<file path="src/rtl/stl_pkg.sv">
// Shared constants, token kinds and character helpers for the script lexer.
// Depends on: nothing.
package stl_pkg;

  // Parameter defaults
  localparam int POSITION_BITS_DEF = 16;
  localparam int FRACTION_BITS_DEF = 16;
  localparam int LENGTH_BITS_DEF   = 8;

  // Fixed field widths
  localparam int KIND_BITS  = 4;
  localparam int VALUE_BITS = 32;
  localparam int CHAR_BITS  = 8;

  // Result queue depth (power of two, at least 2)
  localparam int QUEUE_DEPTH = 4;

  // Token kinds
  localparam logic [KIND_BITS-1:0] KIND_WORD   = 4'd0;
  localparam logic [KIND_BITS-1:0] KIND_SCOPED = 4'd1;
  localparam logic [KIND_BITS-1:0] KIND_LPAREN = 4'd2;
  localparam logic [KIND_BITS-1:0] KIND_RPAREN = 4'd3;
  localparam logic [KIND_BITS-1:0] KIND_LBRACE = 4'd4;
  localparam logic [KIND_BITS-1:0] KIND_RBRACE = 4'd5;
  localparam logic [KIND_BITS-1:0] KIND_COMMA  = 4'd6;
  localparam logic [KIND_BITS-1:0] KIND_EQUALS = 4'd7;
  localparam logic [KIND_BITS-1:0] KIND_CONST  = 4'd8;
  localparam logic [KIND_BITS-1:0] KIND_END    = 4'd9;
  localparam logic [KIND_BITS-1:0] KIND_UNREC  = 4'd10;

  // Character codes
  localparam logic [CHAR_BITS-1:0] CHAR_NUL        = 8'h00;
  localparam logic [CHAR_BITS-1:0] CHAR_TAB        = 8'h09;
  localparam logic [CHAR_BITS-1:0] CHAR_LF         = 8'h0A;
  localparam logic [CHAR_BITS-1:0] CHAR_CR         = 8'h0D;
  localparam logic [CHAR_BITS-1:0] CHAR_SPACE      = 8'h20;
  localparam logic [CHAR_BITS-1:0] CHAR_LPAREN     = 8'h28;
  localparam logic [CHAR_BITS-1:0] CHAR_RPAREN     = 8'h29;
  localparam logic [CHAR_BITS-1:0] CHAR_COMMA      = 8'h2C;
  localparam logic [CHAR_BITS-1:0] CHAR_MINUS      = 8'h2D;
  localparam logic [CHAR_BITS-1:0] CHAR_DOT        = 8'h2E;
  localparam logic [CHAR_BITS-1:0] CHAR_SLASH      = 8'h2F;
  localparam logic [CHAR_BITS-1:0] CHAR_ZERO       = 8'h30;
  localparam logic [CHAR_BITS-1:0] CHAR_NINE       = 8'h39;
  localparam logic [CHAR_BITS-1:0] CHAR_EQUALS     = 8'h3D;
  localparam logic [CHAR_BITS-1:0] CHAR_UPPER_A    = 8'h41;
  localparam logic [CHAR_BITS-1:0] CHAR_UPPER_Z    = 8'h5A;
  localparam logic [CHAR_BITS-1:0] CHAR_UNDERSCORE = 8'h5F;
  localparam logic [CHAR_BITS-1:0] CHAR_LOWER_A    = 8'h61;
  localparam logic [CHAR_BITS-1:0] CHAR_LOWER_Z    = 8'h7A;
  localparam logic [CHAR_BITS-1:0] CHAR_LBRACE     = 8'h7B;
  localparam logic [CHAR_BITS-1:0] CHAR_RBRACE     = 8'h7D;

  // Numeric constants
  localparam logic [VALUE_BITS-1:0] TENTH_Q32 = 32'h1999999A;
  localparam logic [VALUE_BITS-1:0] MAG_CAP   = 32'h80000000;
  localparam logic [VALUE_BITS-1:0] POS_LIMIT = 32'h7FFFFFFF;

  function automatic logic is_letter(input logic [CHAR_BITS-1:0] c);
    return ((c >= CHAR_UPPER_A) && (c <= CHAR_UPPER_Z)) ||
           ((c >= CHAR_LOWER_A) && (c <= CHAR_LOWER_Z));
  endfunction

  function automatic logic is_digit(input logic [CHAR_BITS-1:0] c);
    return (c >= CHAR_ZERO) && (c <= CHAR_NINE);
  endfunction

  function automatic logic [KIND_BITS-1:0] symbol_kind(input logic [CHAR_BITS-1:0] c);
    logic [KIND_BITS-1:0] k;
    case (c)
      CHAR_LPAREN: k = KIND_LPAREN;
      CHAR_RPAREN: k = KIND_RPAREN;
      CHAR_LBRACE: k = KIND_LBRACE;
      CHAR_RBRACE: k = KIND_RBRACE;
      CHAR_COMMA:  k = KIND_COMMA;
      CHAR_EQUALS: k = KIND_EQUALS;
      default:     k = KIND_UNREC;
    endcase
    return k;
  endfunction

endpackage

</file>
<file path="src/rtl/stl_queue.sv">
// Small result queue: takes zero, one or two tokens per cycle, gives at most one.
// Depends on: stl_pkg.
module stl_queue #(
  parameter int WIDTH = 64
) (
  input  logic             clk,
  input  logic             rst,
  input  logic [1:0]       push_count,
  input  logic [WIDTH-1:0] push_data0,
  input  logic [WIDTH-1:0] push_data1,
  output logic             room,
  output logic             pop_valid,
  input  logic             pop_ready,
  output logic [WIDTH-1:0] pop_data
);

  localparam int DEPTH  = stl_pkg::QUEUE_DEPTH;
  localparam int PTR_W  = $clog2(DEPTH);
  localparam int CNT_W  = $clog2(DEPTH + 1);

  logic [WIDTH-1:0] slots [DEPTH];
  logic [PTR_W-1:0] head, tail;
  logic [CNT_W-1:0] count, count_next;
  logic             pop;

  assign pop       = pop_valid && pop_ready;
  assign pop_valid = (count != '0);
  assign pop_data  = slots[head];
  // Room for a two-token step regardless of this cycle's pop
  assign room      = (count <= CNT_W'(DEPTH - 2));
  assign count_next = count + CNT_W'(push_count) - CNT_W'(pop);

  always_ff @(posedge clk) begin
    if (push_count != 2'd0) begin
      slots[tail] <= push_data0;
    end
    if (push_count == 2'd2) begin
      slots[tail + PTR_W'(1)] <= push_data1;
    end
  end

  always_ff @(posedge clk) begin
    if (rst) begin
      head  <= '0;
      tail  <= '0;
      count <= '0;
    end else begin
      head  <= head + PTR_W'(pop);
      tail  <= tail + PTR_W'(push_count);
      count <= count_next;
    end
  end

endmodule

</file>
<file path="config.mk">
export PLATFORM = sky130hd
export DESIGN_NAME = stl_queue
export DESIGN_NICKNAME = d
export VERILOG_FILES = /design/src/rtl/stl_pkg.sv /design/src/rtl/stl_queue.sv
export SDC_FILE = /design/constraint.sdc
export NUM_CORES = 1
export LEC_CHECK = 0
export BUFFER_PORTS_ARGS = -buffer_cell sky130_fd_sc_hd__buf_2
export CORE_MARGIN = 8
export CORE_UTILIZATION = 50
export CTS_CLUSTER_DIAMETER = 60
export DETAILED_ROUTE_END_ITERATION = 10
export PLACE_DENSITY_LB_ADDON = 0.05
export SLEW_MARGIN = 15
export SYNTH_ARGS = -nofsm -noshare
export SYNTH_HDL_FRONTEND = slang
export SYNTH_SLANG_ARGS = --single-unit
</file>
<file path="constraint.sdc">
create_clock -name clk -period 6 [get_ports clk]
set_input_delay 0 -clock clk [delete_from_list [all_inputs] [get_ports clk]]
set_output_delay 0 -clock clk [all_outputs]
set_load 0.1 [all_outputs]
</file>
=== After elaboration in Yosys (flattened, before gate mapping) ===
Memory sizes are Yosys's and may differ from the RTL's. A register that Yosys moved wholly into a read port is not among the register bits.
Cells that the tools add are included.

* $add $sub $neg: 5
* Magnitude comparators: 1
* Eq/ne operators: 1
* Multiplexer cells: 5
* Reduce and logical (&&, ||, !) cells: 3

{| class="wikitable"
|+ Operator list
! operator !! number
|-
| 2-to-1 mux 1 bit || 4
|-
| adder 3 x 2 -> 3 bit || 1
|-
| less-or-equal comparator 3 x 2 -> 1 bit, second input constant || 1
|-
| nonzero test 3 bit || 1
|-
| subtractor 3 x 1 -> 3 bit || 1
|-
| adder 2 x 1 -> 2 bit || 1
|-
| adder 2 x 1 -> 2 bit, second input constant || 1
|-
| adder 2 bit || 1
|-
| == test 2 bit, second input constant || 1
|-
| 2-to-1 mux 2 bit || 1
|-
| nonzero test 2 bit || 1
|-
| logical AND 1 bit || 1
|}

* Register bits: 7
* RAM bits: 256
* Input bits: 133
* Output and inout port bits: 66
* Word-level logic and storage cells: 19
* Memories kept: 1

{| class="wikitable"
|+ Memories
! name !! depth !! bits a word !! read ports !! clocked after Yosys merged registers in !! write ports !! line !! source
|-
| slots || 4 || 64 || 1 || 1 || 2 || stl_queue.sv:21 || <nowiki>logic [WIDTH-1:0] slots [DEPTH];</nowiki>
|}

=== Depth between registers and ports, before layout ===
Gate-level depths: netlist of run 1.

* Word-level depth: 4
* Mapped depth: 7
* Gate-level depth less buffers: 6

=== Worst setup path after synthesis of run 1 ===
OpenSTA, ideal clock, no wires.

* Path kind: register -> register
* From: register tail[0]
* To: memory slots[0][0], enable pin
* Data arrival time: 5.015 ns
* Slack: 0.411 ns
* Cell stages (with the launch flop): 3
* Path buffers: 0
* Clock period less this slack: 5.589 ns
* Cell sequence: dfxtp_1 o21bai_1 o21ai_0

{| class="wikitable"
|+ RTL lines
! what !! line !! source
|-
| from (decl) || stl_queue.sv:22 || <nowiki>logic [PTR_W-1:0] head, tail;</nowiki>
|-
| from (signal assigned) || stl_queue.sv:49 || <nowiki>tail <= tail + PTR_W'(push_count);</nowiki>
|-
| to (decl) || stl_queue.sv:21 ||
|}

==> results of run 1 <==
-- report_power, final --
group	total [uW]	leakage, uW	switching (uW)	internal, uW
clock	1810	0.000469	699	1110
sequential	2380	0.00246	123	2260
combinational	2320	0.00312	1670	648
-- tightest hold or removal path: stages --
cell and delay (ps):
dlygate4sd3_1 520, buf_2 200, nor2b_1 60
-- per-layer routing --
metal  vias up  track usage [%]
met2       242             37.1
met3        53             3.91
li1       3522                -
met5         -                0
met1      3950             25.2
met4         0             6.73
-- final cells by class --
class,count,area [um2]
Timing Repair Buffer,405,3040
Clock inverter,11,153
Antenna cell,3,7.51
Multi-Input combinational cell,353,4670
Fill cell,1730,8230
Sequential cell,263,7840
Tap cell,330,413
Clock buffer,43,821
Inverter,4,15.0
-- through the flow --
stage               setup WS [ps]  power [uW]  cells
finish                       2730        6510   1412
global route                 2580        6730   1411
CTS                          2710        6580   1409
detailed placement           2720        4640   1158
global placement             2730        4600   1158
floorplan                     411        4240    664
-- placed cells by master (no fill, tap or decap), types with 3 or more instances in the layout --
cell / synthesis / routed
nor2_1: 6 / 4
nor2b_1: 5 / 5
ha_1: 3 / 3
clkbuf_16: 0 / 31
clkbuf_1: 5 / 12
edfxtp_1: 256 / 256
buf_4: 7 / 10
bufinv_16: 0 / 4
dfxtp_1: 7 / 5
inv_1: 4 / 4
dlygate4sd3_1: 0 / 197
mux4_2: 64 / 64
clkinv_1: 0 / 5
diode_2: 0 / 3
mux2_2: 258 / 258
buf_2: 13 / 198
-- flip-flops by register name (all words and copies together), names as in the netlist --
name	cells
tail	2
head	2
slots	256
count	3
-- path summary, 6_finish.rpt --
path | depth (start not counted) | from | end | slack (ps)
max | 4 | tail[1] | slots[2][14] | 2730
min | 3 | rst | tail[0] | 290
max reg2reg | 4 | tail[1] | slots[2][14] | 2730
min reg2reg | 2 | tail[0] | tail[0] | 760
-- cell families (layout without fill, tap and decap cells) --
kind of cell	after synthesis	in the layout
multiplexers	324	324
flip-flops	263	263
buffers and inverters	48	463
AND/OR/NAND/NOR	17	17
AO/OA/AOI/OAI	6	6
adder cells (fa/ha/maj)	4	4
XOR/XNOR	2	2
other	0	3
==> metrics, run 1 <==
Max Clk Rate=306 MHz; clk_skew=7.44 ps; maximum vdd ir drop=381 uV; Starting Density=51.1%; DR vias/cell=5.50; clock period minus worst slack=3270 ps; Post-synth EDFFs=256; Boundary Pins=199; slew at the pin with the worst max-slew slack=1150 ps; slowest stage cell, crit path=buf_4; Crit path buffers/inverters=2; Synth Register Bits=263; period utilization=54.5%; result of the run=completed; routed length on met3=2.01 mm; First-pass DRT Iterations=4; Post-route DRC=0; Adder-Cell Fraction of Synth Area=0.448%; Util after Layout=67.3%; CP max stage delay=840 ps; ANT nets after route=0; Die H=176 um; YS warnings=0; Reg clk slew, reported paths=60 ps; gate count of the mapped netlist=664; total wire length=32.7 mm; cell accounting for the most synthesized area=edfxtp_1; largest cells by area after synthesis=edfxtp_1 60%, mux2_2 23%, mux4_2 11%; vias in the first global route=9128; area of the die=0.0311 mm2; cell with the most instances after synthesis=mux2_2; Synth Flop Type=edfxtp_1; Crit Path Max Fanout=65; largest net degree at the start of global routing=67; Core Box Area=0.0252 mm2; Distinct cells, synth=27; Syn-to-layout area delta=31.9%; count of final max-slew check failures=0; overall die width=176 um; DR vias=7767; post-synthesis xor/xnor area fraction=0.350%; GP Congestion=0.724; DP HPWL=18.1 mm; Crit path top cell by count=buf_4; mapped cell area=0.0129 mm2; CTS tree=done; # rows=58; mux share of post-synthesis cell area=34.0%; post-synthesis simple-gate area fraction=0.847%; CTS sink count=263; Leak Pwr=0.00605 uW; crit end category=register; wire per inst=23.1 um; # port buffers=198; setup TNS=0 ps; Worst Setup Path Type=reg2reg; worst-skew pair later-pin latency=540 ps; WHS=288 ps; total track usage=20.9%; final hold vios=0; Final Cell Area=0.0170 mm2; syn nets=801; Setup-failing EPs final=0; CTS Buf Count=30; sequential area share after synthesis=60.9%; post-CTS sizing=0; Synth Area in Compound Gates=0.321%; critical path required time=6170 ps; total gr overflow=0; M1 wire length=13.1 mm; largest family of logic cells by synthesized area=multiplexers; CTS Hold Bufs=197; First DRT Iteration DRCs=345; WP data arrival=3430 ps; crit path cell chain=and4bb_4 -> buf_4 -> o21bai_4 -> buf_4; syn avg cell area=19.4 um2; post-CTS setup buffer count=0; WL met2=16.8 mm; Pwr Density=384 mW/mm2; H-tree Lvls=1; unrepaired setup endpoints after global routing=false; Hold WC Path Type=in2reg; fin nets=1194; Post-synth top cells=258 x mux2_2, 256 x edfxtp_1, 64 x mux4_2; MaxCap Viol Count=0; Max clock buf depth=3; Slew headroom=23.0%; initial antenna violation count=2; CP startpoint kind=register; first-pass GRT wire length=50.1 mm; layout cells sized above 1=53.5%; Root Buffer=clkbuf_16; fraction of registers with async set/reset=0%; Post-DP Area=0.0140 mm2; crit-path leading delay family=buffers and inverters; Synth top area share=59.8%; top sig layer=met4
Note: power is estimated with default switching activity, not from simulation.
==> run 2: changes to the inputs <==
==> constraint.sdc (replaced) <==
create_clock -name clk -period 2.8 [get_ports clk]
set_input_delay 0 -clock clk [delete_from_list [all_inputs] [get_ports clk]]
set_output_delay 0 -clock clk [all_outputs]
set_load 0.1 [all_outputs]
==> run 2 against run 1 <==
  * Clock power increased by 110%
  * Utilization increased by 0.76 points
  * Fmax increased by 28%
  * Wire length decreased by 2.3%
  * Clock-buffer cell count decreased by 5
  * Global-route usage decreased by 0.55 points
  * Clock skew decreased by 2.0 ps
  * Critical path depth unchanged
  * Cell area increased by 1.1%
  * Sequential power increased by 110%
  * Register-to-register slack got worse by 2500 ps
==> metrics, run 2 (synthesized netlist as in run 1, its figures left out) <==
Worst Setup Path Type=reg2reg; area of the die=0.0311 mm2; # rows=58; Largest Register=slots; CP max stage delay=580 ps; worst-skew pair later-pin latency=530 ps; slew at the pin with the worst max-slew slack=989 ps; Post-route DRC=0; count of final max-slew check failures=0; hold depth=3; overall die width=176 um; most frequent cells in the layout=258 x mux2_2, 256 x edfxtp_1, 198 x buf_2, 196 x dlygate4sd3_1, 64 x mux4_2; first-pass GRT wire length=49.2 mm; post-CTS setup buffer count=0; commonest non-fill, non-tap cell in the layout=mux2_2; H-tree Lvls=1; First-pass DRT Iterations=4; wire per inst=22.5 um; Slew headroom=33.9%; setup TNS=0 ps; Int Pwr=8680 uW; # port buffers=198; unrepaired setup endpoints after global routing=false; CTS tree=done; total gr overflow=0; Post-DP Area=0.0142 mm2; Largest register FFs=256; Setup WS post-layout=252 ps; Syn-to-layout area delta=33.3%; First DRT Iteration DRCs=509; crit end category=register; Max Clk Rate=392 MHz; DR vias/cell=5.47; Reg clk slew, reported paths=60 ps; result of the run=completed; Boundary Pins=199; Leak Pwr=0.00613 uW; Core Box Area=0.0252 mm2; Setup-failing EPs final=0; fin nets=1201; MaxCap Viol Count=0; Power, Total=14000 uW; Root Buffer=clkbuf_16; final hold vios=0; Place WS=514 ps; Final Cell Area=0.0171 mm2; DP HPWL=18.0 mm; clock period minus worst slack=2550 ps; Die H=176 um; total wire length=31.9 mm; initial antenna violation count=1; Pwr Density=818 mW/mm2; WHS=315 ps; Crit Path Max Fanout=37; GP Congestion=0.734; share of power burned in registers=35.7%; vias in the first global route=8831; Psw=5350 uW; power share of the combinational group=36.6%; Hold WC Path Type=in2reg; maximum vdd ir drop=857 uV; total track usage=20.3%; period utilization=91.0%; CTS sink count=263; WP data arrival=2830 ps; ANT nets after route=0; Starting Density=51.1%; Max clock buf depth=3; switching share of power=38.1%; CP startpoint kind=register; crit path cell chain=nor4b_2 -> buf_12 -> mux2_2 -> dlygate4sd3_1; CTS Buf Count=30; top flop regs=slots: 256 flops, count: 3 flops; largest net degree at the start of global routing=65; clk_skew=5.44 ps; Clock Power Share=27.7%; layout cells sized above 1=54.6%; slowest stage cell, crit path=nor4b_2; R2R cell count=4; DR vias=7744; critical path required time=3080 ps
[run 2: final timing paths]
path	from	slack [ps]	end
min	rst	320	tail[1]
max	tail[1]	250	slots[1][6]
min reg2reg	count[2]	710	count[2]
max reg2reg	tail[1]	250	slots[1][6]
[run 2: what timing repair did]
item	CTS	global route
setup endpoints to repair	0	0
gates resized for setup	0	0
hold endpoints to repair	263	0
hold buffers	196	0
[run 2: critical path: cells and delay by family, from the launching register on]
kind	cells	cell delay, ps
multiplexers	1	370
flip-flops	1	410
buffers and inverters	2	920
AND/OR/NAND/NOR	1	580
[run 2: metal layers]
metal	vias to the layer above	GRT usage, %	share of wire (%)	routed length, um
met5	-	0	0	0
li1	3542	-	-	-
met2	215	36.3	52	16500
met4	0	4.24	1.3	412
met1	3957	25.4	41	13200
met3	30	3.76	5.6	1780
[run 2: cell type report]
cell class / count / area, um2
multi-input combinational: 353 / 4670
clock buffer: 38 / 802
inverter: 4 / 15.0
antenna: 1 / 2.50
fill: 1714 / 8040
tap: 330 / 413
sequential: 263 / 7840
timing repair buffer: 412 / 3230
clock inverter: 15 / 180
[run 2: metrics by stage]
stage	utilization, %	std cells
finish	68.1	1416
global route	68.1	1416
CTS	68.1	1415
detailed placement	56.4	1166
global placement	56.4	1166
floorplan	-	664
[run 2: power by group through the flow]
stage          sequential [uW]  clock (uW)  combinational, uW
2_1_floorplan             5010           0               4060
4_1_cts                   5020        3960               5170
3_5_place_dp              5100           0               4920
5_1_grt                   5050        4120               5330
3_3_place_gp              5070           0               4890
6_report                  5010        3890               5130
