[src/rtl/stl_pkg.sv]
// Shared constants, token kinds and character helpers for the script lexer.
// Depends on: nothing.
package stl_pkg;

  // Parameter defaults
  localparam int POSITION_BITS_DEF = 16;
  localparam int FRACTION_BITS_DEF = 16;
  localparam int LENGTH_BITS_DEF   = 8;

  // Fixed field widths
  localparam int KIND_BITS  = 4;
  localparam int VALUE_BITS = 32;
  localparam int CHAR_BITS  = 8;

  // Result queue depth (power of two, at least 2)
  localparam int QUEUE_DEPTH = 4;

  // Token kinds
  localparam logic [KIND_BITS-1:0] KIND_WORD   = 4'd0;
  localparam logic [KIND_BITS-1:0] KIND_SCOPED = 4'd1;
  localparam logic [KIND_BITS-1:0] KIND_LPAREN = 4'd2;
  localparam logic [KIND_BITS-1:0] KIND_RPAREN = 4'd3;
  localparam logic [KIND_BITS-1:0] KIND_LBRACE = 4'd4;
  localparam logic [KIND_BITS-1:0] KIND_RBRACE = 4'd5;
  localparam logic [KIND_BITS-1:0] KIND_COMMA  = 4'd6;
  localparam logic [KIND_BITS-1:0] KIND_EQUALS = 4'd7;
  localparam logic [KIND_BITS-1:0] KIND_CONST  = 4'd8;
  localparam logic [KIND_BITS-1:0] KIND_END    = 4'd9;
  localparam logic [KIND_BITS-1:0] KIND_UNREC  = 4'd10;

  // Character codes
  localparam logic [CHAR_BITS-1:0] CHAR_NUL        = 8'h00;
  localparam logic [CHAR_BITS-1:0] CHAR_TAB        = 8'h09;
  localparam logic [CHAR_BITS-1:0] CHAR_LF         = 8'h0A;
  localparam logic [CHAR_BITS-1:0] CHAR_CR         = 8'h0D;
  localparam logic [CHAR_BITS-1:0] CHAR_SPACE      = 8'h20;
  localparam logic [CHAR_BITS-1:0] CHAR_LPAREN     = 8'h28;
  localparam logic [CHAR_BITS-1:0] CHAR_RPAREN     = 8'h29;
  localparam logic [CHAR_BITS-1:0] CHAR_COMMA      = 8'h2C;
  localparam logic [CHAR_BITS-1:0] CHAR_MINUS      = 8'h2D;
  localparam logic [CHAR_BITS-1:0] CHAR_DOT        = 8'h2E;
  localparam logic [CHAR_BITS-1:0] CHAR_SLASH      = 8'h2F;
  localparam logic [CHAR_BITS-1:0] CHAR_ZERO       = 8'h30;
  localparam logic [CHAR_BITS-1:0] CHAR_NINE       = 8'h39;
  localparam logic [CHAR_BITS-1:0] CHAR_EQUALS     = 8'h3D;
  localparam logic [CHAR_BITS-1:0] CHAR_UPPER_A    = 8'h41;
  localparam logic [CHAR_BITS-1:0] CHAR_UPPER_Z    = 8'h5A;
  localparam logic [CHAR_BITS-1:0] CHAR_UNDERSCORE = 8'h5F;
  localparam logic [CHAR_BITS-1:0] CHAR_LOWER_A    = 8'h61;
  localparam logic [CHAR_BITS-1:0] CHAR_LOWER_Z    = 8'h7A;
  localparam logic [CHAR_BITS-1:0] CHAR_LBRACE     = 8'h7B;
  localparam logic [CHAR_BITS-1:0] CHAR_RBRACE     = 8'h7D;

  // Numeric constants
  localparam logic [VALUE_BITS-1:0] TENTH_Q32 = 32'h1999999A;
  localparam logic [VALUE_BITS-1:0] MAG_CAP   = 32'h80000000;
  localparam logic [VALUE_BITS-1:0] POS_LIMIT = 32'h7FFFFFFF;

  function automatic logic is_letter(input logic [CHAR_BITS-1:0] c);
    return ((c >= CHAR_UPPER_A) && (c <= CHAR_UPPER_Z)) ||
           ((c >= CHAR_LOWER_A) && (c <= CHAR_LOWER_Z));
  endfunction

  function automatic logic is_digit(input logic [CHAR_BITS-1:0] c);
    return (c >= CHAR_ZERO) && (c <= CHAR_NINE);
  endfunction

  function automatic logic [KIND_BITS-1:0] symbol_kind(input logic [CHAR_BITS-1:0] c);
    logic [KIND_BITS-1:0] k;
    case (c)
      CHAR_LPAREN: k = KIND_LPAREN;
      CHAR_RPAREN: k = KIND_RPAREN;
      CHAR_LBRACE: k = KIND_LBRACE;
      CHAR_RBRACE: k = KIND_RBRACE;
      CHAR_COMMA:  k = KIND_COMMA;
      CHAR_EQUALS: k = KIND_EQUALS;
      default:     k = KIND_UNREC;
    endcase
    return k;
  endfunction

endpackage

[src/rtl/stl_core.sv]
// Lexer state and per-character next-state logic; yields up to two tokens per step.
// Depends on: stl_pkg.
module stl_core #(
  parameter int POSITION_BITS = stl_pkg::POSITION_BITS_DEF,
  parameter int FRACTION_BITS = stl_pkg::FRACTION_BITS_DEF,
  parameter int LENGTH_BITS   = stl_pkg::LENGTH_BITS_DEF,
  parameter int RES_BITS      = stl_pkg::KIND_BITS + stl_pkg::VALUE_BITS
                                + POSITION_BITS + LENGTH_BITS + 1
) (
  input  logic                           clk,
  input  logic                           rst,
  input  logic                           step,
  input  logic [stl_pkg::CHAR_BITS-1:0]  character,
  output logic [1:0]                     push_count,
  output logic [RES_BITS-1:0]            push_data0,
  output logic [RES_BITS-1:0]            push_data1
);

  typedef enum logic [9:0] {
    MODE_IDLE    = 10'b0000000001,
    MODE_WORD    = 10'b0000000010,
    MODE_UNDER   = 10'b0000000100,
    MODE_SCOPED  = 10'b0000001000,
    MODE_MINUS   = 10'b0000010000,
    MODE_INT     = 10'b0000100000,
    MODE_DOT     = 10'b0001000000,
    MODE_FRAC    = 10'b0010000000,
    MODE_SLASH   = 10'b0100000000,
    MODE_COMMENT = 10'b1000000000
  } mode_t;

  localparam logic [POSITION_BITS-1:0] POS_MAX = {POSITION_BITS{1'b1}};
  localparam logic [LENGTH_BITS-1:0]   LEN_MAX = {LENGTH_BITS{1'b1}};
  localparam logic [35:0] FRAC_ROUND = 36'd1 << (31 - FRACTION_BITS);

  mode_t                     mode, mode_next;
  logic [31:0]               mag, mag_next;
  logic [31:0]               weight, weight_next;
  logic                      neg, neg_next;
  logic [POSITION_BITS-1:0]  begin_pos, begin_pos_next;
  logic [LENGTH_BITS-1:0]    len, len_next;
  logic [POSITION_BITS-1:0]  pos, pos_next;

  logic                      letter, digit, alnum, blank, line_end;
  logic [3:0]                dval;
  logic [LENGTH_BITS-1:0]    len_grown;
  logic [31:0]               int_base, int_mag, frac_mag, frac_weight, const_value;
  logic                      emit1, emit2, fresh, ended;
  logic [stl_pkg::KIND_BITS-1:0]  kind1, kind2;
  logic [stl_pkg::VALUE_BITS-1:0] value1;
  logic [LENGTH_BITS-1:0]    len1, len2;
  logic [RES_BITS-1:0]       res1, res2;

  // mag*10 + d*2^F, capped at 2^31
  function automatic logic [31:0] int_step(input logic [31:0] base, input logic [3:0] dig);
    logic [35:0] sum;
    sum = ({4'b0, base} << 3) + ({4'b0, base} << 1) + (36'(dig) << FRACTION_BITS);
    return (sum > 36'(stl_pkg::MAG_CAP)) ? stl_pkg::MAG_CAP : sum[31:0];
  endfunction

  assign letter   = stl_pkg::is_letter(character);
  assign digit    = stl_pkg::is_digit(character);
  assign alnum    = letter || digit;
  assign line_end = (character == stl_pkg::CHAR_CR) || (character == stl_pkg::CHAR_LF);
  assign blank    = (character == stl_pkg::CHAR_SPACE) || (character == stl_pkg::CHAR_TAB) ||
                    line_end;
  assign dval     = 4'(character - stl_pkg::CHAR_ZERO);
  assign len_grown = (len != LEN_MAX) ? len + 1'b1 : len;

  // A fresh digit starts from zero magnitude
  assign int_base = (mode == MODE_INT || mode == MODE_MINUS) ? mag : 32'd0;
  assign int_mag  = int_step(int_base, dval);

  // Fraction digit: (d*w + round) >> (32-F), then next weight = w/10 rounded
  always_comb begin
    logic [35:0] term;
    logic [35:0] msum;
    logic [63:0] wprod;
    term  = ((36'(dval) * {4'b0, weight}) + FRAC_ROUND) >> (32 - FRACTION_BITS);
    msum  = {4'b0, mag} + term;
    frac_mag = (msum > 36'(stl_pkg::MAG_CAP)) ? stl_pkg::MAG_CAP : msum[31:0];
    wprod = ({32'b0, weight} * {32'b0, stl_pkg::TENTH_Q32}) + 64'h0000_0000_8000_0000;
    frac_weight = wprod[63:32];
  end

  always_comb begin
    if (neg) begin
      const_value = mag[31] ? stl_pkg::MAG_CAP : (~mag + 32'd1);
    end else begin
      const_value = mag[31] ? stl_pkg::POS_LIMIT : mag;
    end
  end

  always_comb begin
    mode_next      = mode;
    mag_next       = mag;
    weight_next    = weight;
    neg_next       = neg;
    begin_pos_next = begin_pos;
    len_next       = len;
    pos_next       = (pos != POS_MAX) ? pos + 1'b1 : pos;
    emit1  = 1'b0;
    kind1  = stl_pkg::KIND_UNREC;
    value1 = '0;
    len1   = len;
    emit2  = 1'b0;
    kind2  = stl_pkg::KIND_END;
    len2   = '0;
    fresh  = 1'b0;
    ended  = 1'b0;

    case (mode)
      MODE_WORD: begin
        if (alnum) begin
          len_next = len_grown;
        end else if (character == stl_pkg::CHAR_UNDERSCORE) begin
          len_next  = len_grown;
          mode_next = MODE_UNDER;
        end else begin
          emit1 = 1'b1;
          kind1 = stl_pkg::KIND_WORD;
          fresh = 1'b1;
        end
      end
      MODE_UNDER: begin
        if (letter) begin
          len_next  = len_grown;
          mode_next = MODE_SCOPED;
        end else begin
          emit1 = 1'b1;
          fresh = 1'b1;
        end
      end
      MODE_SCOPED: begin
        if (alnum) begin
          len_next = len_grown;
        end else begin
          emit1 = 1'b1;
          kind1 = stl_pkg::KIND_SCOPED;
          fresh = 1'b1;
        end
      end
      MODE_MINUS: begin
        if (digit) begin
          len_next  = len_grown;
          mag_next  = int_mag;
          mode_next = MODE_INT;
        end else begin
          emit1 = 1'b1;
          fresh = 1'b1;
        end
      end
      MODE_INT: begin
        if (digit) begin
          len_next = len_grown;
          mag_next = int_mag;
        end else if (character == stl_pkg::CHAR_DOT) begin
          len_next  = len_grown;
          mode_next = MODE_DOT;
        end else begin
          emit1  = 1'b1;
          kind1  = stl_pkg::KIND_CONST;
          value1 = const_value;
          fresh  = 1'b1;
        end
      end
      MODE_DOT: begin
        if (digit) begin
          len_next    = len_grown;
          mag_next    = frac_mag;
          weight_next = frac_weight;
          mode_next   = MODE_FRAC;
        end else begin
          emit1 = 1'b1;
          fresh = 1'b1;
        end
      end
      MODE_FRAC: begin
        if (digit) begin
          len_next    = len_grown;
          mag_next    = frac_mag;
          weight_next = frac_weight;
        end else if (character == stl_pkg::CHAR_DOT) begin
          // second dot: number so far is bad, dot lexed again
          emit1 = 1'b1;
          fresh = 1'b1;
        end else begin
          emit1  = 1'b1;
          kind1  = stl_pkg::KIND_CONST;
          value1 = const_value;
          fresh  = 1'b1;
        end
      end
      MODE_SLASH: begin
        if (character == stl_pkg::CHAR_SLASH) begin
          mode_next = MODE_COMMENT;
        end else begin
          emit1 = 1'b1;
          len1  = LENGTH_BITS'(1);
          fresh = 1'b1;
        end
      end
      MODE_COMMENT: begin
        if (character == stl_pkg::CHAR_NUL) begin
          emit2 = 1'b1;
          ended = 1'b1;
        end else if (line_end) begin
          mode_next = MODE_IDLE;
        end
      end
      default: begin
        fresh = 1'b1;
      end
    endcase

    if (fresh) begin
      mode_next = MODE_IDLE;
      if (character == stl_pkg::CHAR_NUL) begin
        emit2 = 1'b1;
        ended = 1'b1;
      end else if (blank) begin
        mode_next = MODE_IDLE;
      end else if (character == stl_pkg::CHAR_SLASH || letter ||
                   character == stl_pkg::CHAR_MINUS || digit) begin
        begin_pos_next = pos;
        len_next       = LENGTH_BITS'(1);
        mag_next       = '0;
        weight_next    = stl_pkg::TENTH_Q32;
        neg_next       = 1'b0;
        if (character == stl_pkg::CHAR_SLASH) begin
          mode_next = MODE_SLASH;
        end else if (letter) begin
          mode_next = MODE_WORD;
        end else if (digit) begin
          mode_next = MODE_INT;
          mag_next  = int_mag;
        end else begin
          mode_next = MODE_MINUS;
          neg_next  = 1'b1;
        end
      end else begin
        emit2 = 1'b1;
        kind2 = stl_pkg::symbol_kind(character);
        len2  = LENGTH_BITS'(1);
      end
    end

    if (ended) begin
      mode_next      = MODE_IDLE;
      mag_next       = '0;
      weight_next    = stl_pkg::TENTH_Q32;
      neg_next       = 1'b0;
      begin_pos_next = '0;
      len_next       = '0;
      pos_next       = '0;
    end
  end

  // Pack: kind, value, start, length, last
  assign res1 = {kind1, value1, begin_pos, len1, ~emit2};
  assign res2 = {kind2, {stl_pkg::VALUE_BITS{1'b0}}, pos, len2, 1'b1};

  always_comb begin
    push_count = '0;
    push_data0 = emit1 ? res1 : res2;
    push_data1 = res2;
    if (step) begin
      push_count = {1'b0, emit1} + {1'b0, emit2};
    end
  end

  always_ff @(posedge clk) begin
    if (rst) begin
      mode      <= MODE_IDLE;
      mag       <= '0;
      weight    <= stl_pkg::TENTH_Q32;
      neg       <= 1'b0;
      begin_pos <= '0;
      len       <= '0;
      pos       <= '0;
    end else if (step) begin
      mode      <= mode_next;
      mag       <= mag_next;
      weight    <= weight_next;
      neg       <= neg_next;
      begin_pos <= begin_pos_next;
      len       <= len_next;
      pos       <= pos_next;
    end
  end

endmodule

[config.mk]
export PLATFORM = sky130hd
export DESIGN_NAME = stl_core
export DESIGN_NICKNAME = d
export VERILOG_FILES = /design/src/rtl/stl_pkg.sv /design/src/rtl/stl_core.sv
export SDC_FILE = /design/constraint.sdc
export NUM_CORES = 2
export LEC_CHECK = 0
export ABC_CLOCK_PERIOD_IN_PS = 7300
export BUFFER_PORTS_ARGS = -buffer_cell sky130_fd_sc_hd__buf_2
export CAP_MARGIN = 20
export CORE_ASPECT_RATIO = 0.6
export CORE_UTILIZATION = 60
export CTS_BUF_LIST = sky130_fd_sc_hd__clkbuf_8
export DETAILED_ROUTE_END_ITERATION = 6
export PLACE_DENSITY = 0.87
export SETUP_SLACK_MARGIN = 0.05
export SYNTH_ARGS = -nofsm -noshare
export SYNTH_HDL_FRONTEND = slang
export SYNTH_SLANG_ARGS = --single-unit
[constraint.sdc]
create_clock -name clk -period 7.3 [get_ports clk]
set_clock_uncertainty 0.05 [all_clocks]
set_input_delay 0 -clock clk [delete_from_list [all_inputs] [get_ports clk]]
set_output_delay 0 -clock clk [all_outputs]
set_load 0.005 [all_outputs]
-- Yosys cells after proc, flatten, opt, wreduce, memory -nomap -nowiden
Index checks and enable logic that the tools add are counted.
- register bits after elaboration: 115
- input bits: 11
- output and inout port bits: 124
- word-level logic and storage cells: 201
- add/subtract/negate cells: 10
- $mul: 2
- magnitude comparators: 8
- equality and inequality tests: 37
- mux-type cells: 111
- bitwise operators: 2
- reductions and logical operators: 24
- operators with widths (kind ; number):
    2-to-1 mux 32 bit ; 25
    2-to-1 mux 10 bit ; 12
    2-to-1 mux 8 bit ; 15
    2-to-1 mux 16 bit ; 7
    case mux 10 bit (7 select lines) ; 1
    equality test 8 x 6 -> 1 bit, second input constant ; 8
    case mux 32 bit (2 select lines) ; 1
    adder 61 x 32 -> 62 bit, second input constant ; 1
    2-to-1 mux 61 bit ; 1
    multiplier 32 x 28 -> 60 bit, second input constant ; 1
    case mux 8 bit (5 select lines) ; 1
    adder 35 x 33 -> 36 bit ; 1
    adder 36 x 16 -> 36 bit, second input constant ; 1
    adder 36 x 20 -> 36 bit ; 1
    > comparator 36 x 32 -> 1 bit, second input constant ; 1
    multiplier 4 x 32 -> 36 bit ; 1
    2-to-1 mux 9 bit ; 4
    inequality test 4 bit, second input constant ; 9
    adder 32 x 20 -> 33 bit ; 1
    > comparator 33 x 32 -> 1 bit, second input constant ; 1
    adder 32 x 1 -> 32 bit, second input constant ; 1
    inverter 32 bit ; 1
    2-to-1 mux 31 bit ; 1
    2-to-1 mux 4 bit ; 7
    42 further kinds ; 91

-- Longest topological paths before layout
- word-level depth: 15
- depth in mapped cells: 36
- depth with buffers taken out: 31

-- Worst setup path before layout
No wires, ideal clock.
- path kind: input-to-reg
- from: in character[1] (netlist name)
- to: reg mag[12]
- library setup time: 0.078 ns
- arrival time: 7.320 ns
- required time: 7.172 ns
- slack: -0.147 ns
- stages on the path: 34
- path buffers: 4
- path through: buf_6 clkbuf_1 clkbuf_1 clkbuf_1 nand2_1 fa_1 inv_1 fa_1 ha_1 ha_1 nand4_1 o21bai_1 a21oi_1 o21ai_0 nand4_1 a21boi_0 o2111ai_1 and2_1 o21ai_0 a21oi_1 xnor2_1 ha_1 and3_1 a221oi_1 o31ai_1 and4_1 or3_1 a2111oi_0 and4b_1 nand3_2 a211oi_2 a22o_1 a21oi_1 nor3_1
- longest elaborated chain between the ends: 13
- elaborated cells on any way between the ends: 59
- classes of those cells: 4 x add/sub; 1 x mul; 8 x order compare; 8 x eq/ne; 26 x mux; 12 x reduce/logical
- RTL lines (element ; line ; source):
    start: declaration ; stl_core.sv:13 ; input logic [stl_pkg::CHAR_BITS-1:0] character,
    subtractor 4 x 1 -> 4 bit ; stl_core.sv:67 ; assign dval = 4'(character - stl_pkg::CHAR_ZERO);
    multiplier 4 x 32 -> 36 bit ; stl_core.sv:79 ; term = ((36'(dval) * {4'b0, weight}) + FRAC_ROUND) >> (32 - FRACTION_BITS);
    adder 36 x 16 -> 36 bit ; stl_core.sv:79 ;
    adder 32 x 20 -> 33 bit ; stl_core.sv:80 ; msum = {4'b0, mag} + term;
    > comparator 33 x 32 -> 1 bit ; stl_core.sv:81 ; frac_mag = (msum > 36'(stl_pkg::MAG_CAP)) ? stl_pkg::MAG_CAP : msum[31:0];
    2-to-1 mux 32 bit ; stl_core.sv:81 ;
    2-to-1 mux 32 bit ; stl_core.sv:168, stl_core.sv:179 ;
    case mux 32 bit (2 select lines) ; stl_core.sv:112 ; case (mode)
    2-to-1 mux 32 bit ; stl_core.sv:223 ; end else if (character == stl_pkg::CHAR_SLASH || letter ||
    2-to-1 mux 32 bit ; stl_core.sv:221 ; end else if (blank) begin
    2-to-1 mux 32 bit ; stl_core.sv:218 ; if (character == stl_pkg::CHAR_NUL) begin
    2-to-1 mux 32 bit ; stl_core.sv:216 ; if (fresh) begin
    2-to-1 mux 32 bit (*) ; stl_core.sv:248 ; if (ended) begin
    end signal: assignment ; stl_core.sv:283 ; mag <= mag_next;
    end: declaration ; stl_core.sv:37 ; logic [31:0] mag, mag_next;
Every way passes the cells marked *; elsewhere a longest branch is shown, timed or not.
A chain may end at the register's enable or synchronous reset.

-- Worst setup path after layout
- from: reg weight[20]
- to: reg weight[28]
- longest elaborated chain between the ends: 9
- RTL lines (element ; line ; source):
    start: declaration ; stl_core.sv:38 ; logic [31:0] weight, weight_next;
    start signal: assignment ; stl_core.sv:276 ; weight <= stl_pkg::TENTH_Q32;
    start signal: assignment ; stl_core.sv:284 ; weight <= weight_next;
    multiplier 32 x 28 -> 60 bit (*) ; stl_core.sv:82 ; wprod = ({32'b0, weight} * {32'b0, stl_pkg::TENTH_Q32}) + 64'h0000_0000_8000_0000;
    adder 61 x 32 -> 62 bit (*) ; stl_core.sv:82 ;
    2-to-1 mux 32 bit (*) ; stl_core.sv:168, stl_core.sv:179 ;
    2-to-1 mux 32 bit (*) ; - ;
    2-to-1 mux 32 bit ; stl_core.sv:223 ;
    2-to-1 mux 32 bit ; stl_core.sv:221 ;
    2-to-1 mux 32 bit ; stl_core.sv:218 ;
    2-to-1 mux 32 bit (*) ; stl_core.sv:216 ;
    2-to-1 mux 32 bit (*) ; stl_core.sv:248 ;
Marked as above.

==> metrics.txt <==
ratio of cells with drive above 1 in the final layout about 26%; Final GP Congestion 1.09; initial drt markers roughly 3800; clock latency on the worst-skew pair between 0.5 and 0.6 ns; fin crit period between 7 and 8 ns; first-pass detailed-route iteration total 7; post-detail-place hpwl roughly 100 mm; Die Y between 150 and 200 um; drt total wl about 130 mm; hold slack about 0.19 ns; final setup vio count 40; Initial Util around three fifths; Post-synth EDFFs 0; dpl cell area 36000 sq um; CP required ~7.7 ns; Crit Path Category register to register; top cells by area, synth fa_1 (27%), ha_1 (18%), inv_1 (7.6%), dfxtp_1 (7.4%), nor2_1 (3.5%); Yosys warnings 0; Residual DRC 1; vias in the first global route ~29000; most used flip-flop cell after synthesis dfxtp_1; nets 5162; num ports roughly 140; Synth top area share approximately 27%; Hold WC Path Type input pin to register; VDD IR max 0.147 mV; Leak Pwr around 20 nW; CP Max Fanout 10; Synth cell types ~100; Synth Cell Area 31200 sq um; row cnt 64; die area approximately 53000 sq um; number of cells produced by synthesis about 3700; status finished, violations left; Hold Vio Cnt, Final 0; maximum clock frequency about 0.13 GHz; Worst slew margin 17.3%; register area share after synthesis 7.38%; DR WL/cell approximately 25 um; H-Tree Depth 4; Avg Inst Size Synth approximately 8.5 sq um; Synth async-reset ratio 0%; Final period util 107%; clk buf depth 2; total CTS buffers 17; via count between 30000 and 40000; Yosys top cell by area fa_1; DP Cell Count ~5000; Tot Pwr roughly 2.1 mW; clk slew on worst S/H paths 0.10 ns; remaining antenna violation count 0; commonest cells after routing, fill and taps aside inv_1 (608), buf_4 (558), fa_1 (409); Final Cell Area just under 40000 sq um; RSZ-0062 raised after global routing true; Worst Tran Pin Value between 1 and 1.5 ns; antenna violations before repair 6; register bit total from synthesis approximately 120; PortBufs 94; Max Slew Vio Count 0; Clock Sinks 115; failing checks DRC, setup timing; Non-Filler Instances between 4000 and 5000; clock root cell clkbuf_8; final setup margin -0.506 ns; critical path arrival between 8 and 9 ns; startpoint type of the worst setup path register; pwr/cell area 54.6 nW/um^2; via/cell ratio around 6.3; Die W 296 um; Core Region 51200 sq um; CTS tree built; commonest non-fill, non-tap cell in the layout inv_1; grt ovf 0; Max Cap Viol 0; first-pass GRT wire length between 150 and 200 mm; critical path capture point type register; area grow syn2layout 25.2%; largest net degree at the start of global routing 54; GRT Util Overall a little under half
==> metal layers <==
metal	vias up	track usage, %	part of all wire (%)
met5	-	0	0.046
met4	4	8.63	3.0
met3	350	23.8	18
met2	2452	58.2	37
met1	15200	69.0	42
li1	13600	-	-
==> per-stage QoR <==
step	utilization, %	setup TNS (ns)	setup slack (ns)
floorplan	-	0	0.0562
global placement	70.4	-12.97	-0.504
detailed placement	70.4	-23.13	-0.678
CTS	73.2	-0.958	-0.188
global route	76.4	-17.57	-0.638
finish	76.4	-9.29	-0.506
==> worst max-delay path, stage by stage, from the launching register on <==
cell and delay (ns):
dfxtp_2 0.36, ha_1 0.35, buf_4 0.16, buf_4 0.18, fa_1 0.48, fa_1 0.56, fa_1 0.59, fa_1 0.55
fa_1 0.50, ha_1 0.35, ha_1 0.52, nand3_1 0.22, nor2_2 0.17, a21oi_1 0.10, o21a_1 0.20, or2_2 0.34
mux2_2 0.31, a311oi_4 0.32, and4_1 0.29, and4bb_2 0.33, nand4_1 0.17, xnor2_2 0.21, o32a_1 0.37
==> path summary, 6_finish.rpt <==
| path | start | cells past startpoint | endpoint | slack, ns |
|---|---|---|---|---|
| max reg2reg | weight[20] | 22 | weight[28] | -0.51 |
| max | weight[20] | 22 | weight[28] | -0.51 |
| min | character[6] | 6 | mode[1] | 0.19 |
| min reg2reg | begin_pos[13] | 2 | begin_pos[13] | 0.45 |
==> power by group <==
group | leakage, nW | internal (mW) | switching, mW
registers | 0.929 | 0.628 | 0.00705
clock network | 0.202 | 0.305 | 0.361
logic | 18.4 | 0.352 | 0.483
total | 19.5 | 1.28 | 0.851
==> logic make-up (layout without fill, tap and decap cells) <==
logic type | count (synthesis) | count (layout) | synth area share, %
muxes | 32 | 32 | 1.10
buffers and inverters | 784 | 1364 | 10.1
DFF | 115 | 115 | 7.38
and+or+nand+nor | 1001 | 1001 | 16.4
adders and majority gates | 868 | 868 | 45.1
xor gates and xnor gates | 153 | 153 | 4.29
other | 2 | 44 | 0.0241
AOI/OAI and AO/OA | 723 | 723 | 15.6
==> timing repair <==
item | in CTS | in global routing
hold buffers | 2 | 0
buffers inserted | 30 | 42
resized for setup | 179 | 283
endpoints found under the setup margin | 59 | 60
endpoints found under the hold margin | 10 | 0
pin swaps | 72 | 165
==> synthesized netlist by cell type (41+ instances only) <==
| cell type | number |
|---|---|
| xnor2_1 | 76 |
| nor2_1 | 289 |
| a21oi_1 | 196 |
| o21ai_0 | 111 |
| clkbuf_1 | 89 |
| dfxtp_1 | 115 |
| xor2_1 | 77 |
| nand4_1 | 55 |
| and2_1 | 146 |
| fa_1 | 427 |
| nand3_1 | 57 |
| nand2_1 | 197 |
| nor3_1 | 63 |
| inv_1 | 629 |
| a21o_1 | 52 |
| buf_4 | 41 |
| ha_1 | 441 |
==> state kept, by name (all words and copies together) (netlist names) <==
name and cells:
mode 10, neg 1, mag 32, pos 16, weight 32, len 8, begin_pos 16
==> final cells by class <==
cell class,instances,area [sq um]
Multi-Input combinational cell,2817,27800
Fill cell,3512,12100
Timing Repair Buffer,702,5280
Inverter,630,2370
Sequential cell,115,2340
Tap cell,693,867
Clock buffer,17,234
Clock inverter,15,156
Antenna cell,4,10.0
Power figures use the tool's default switching activity.
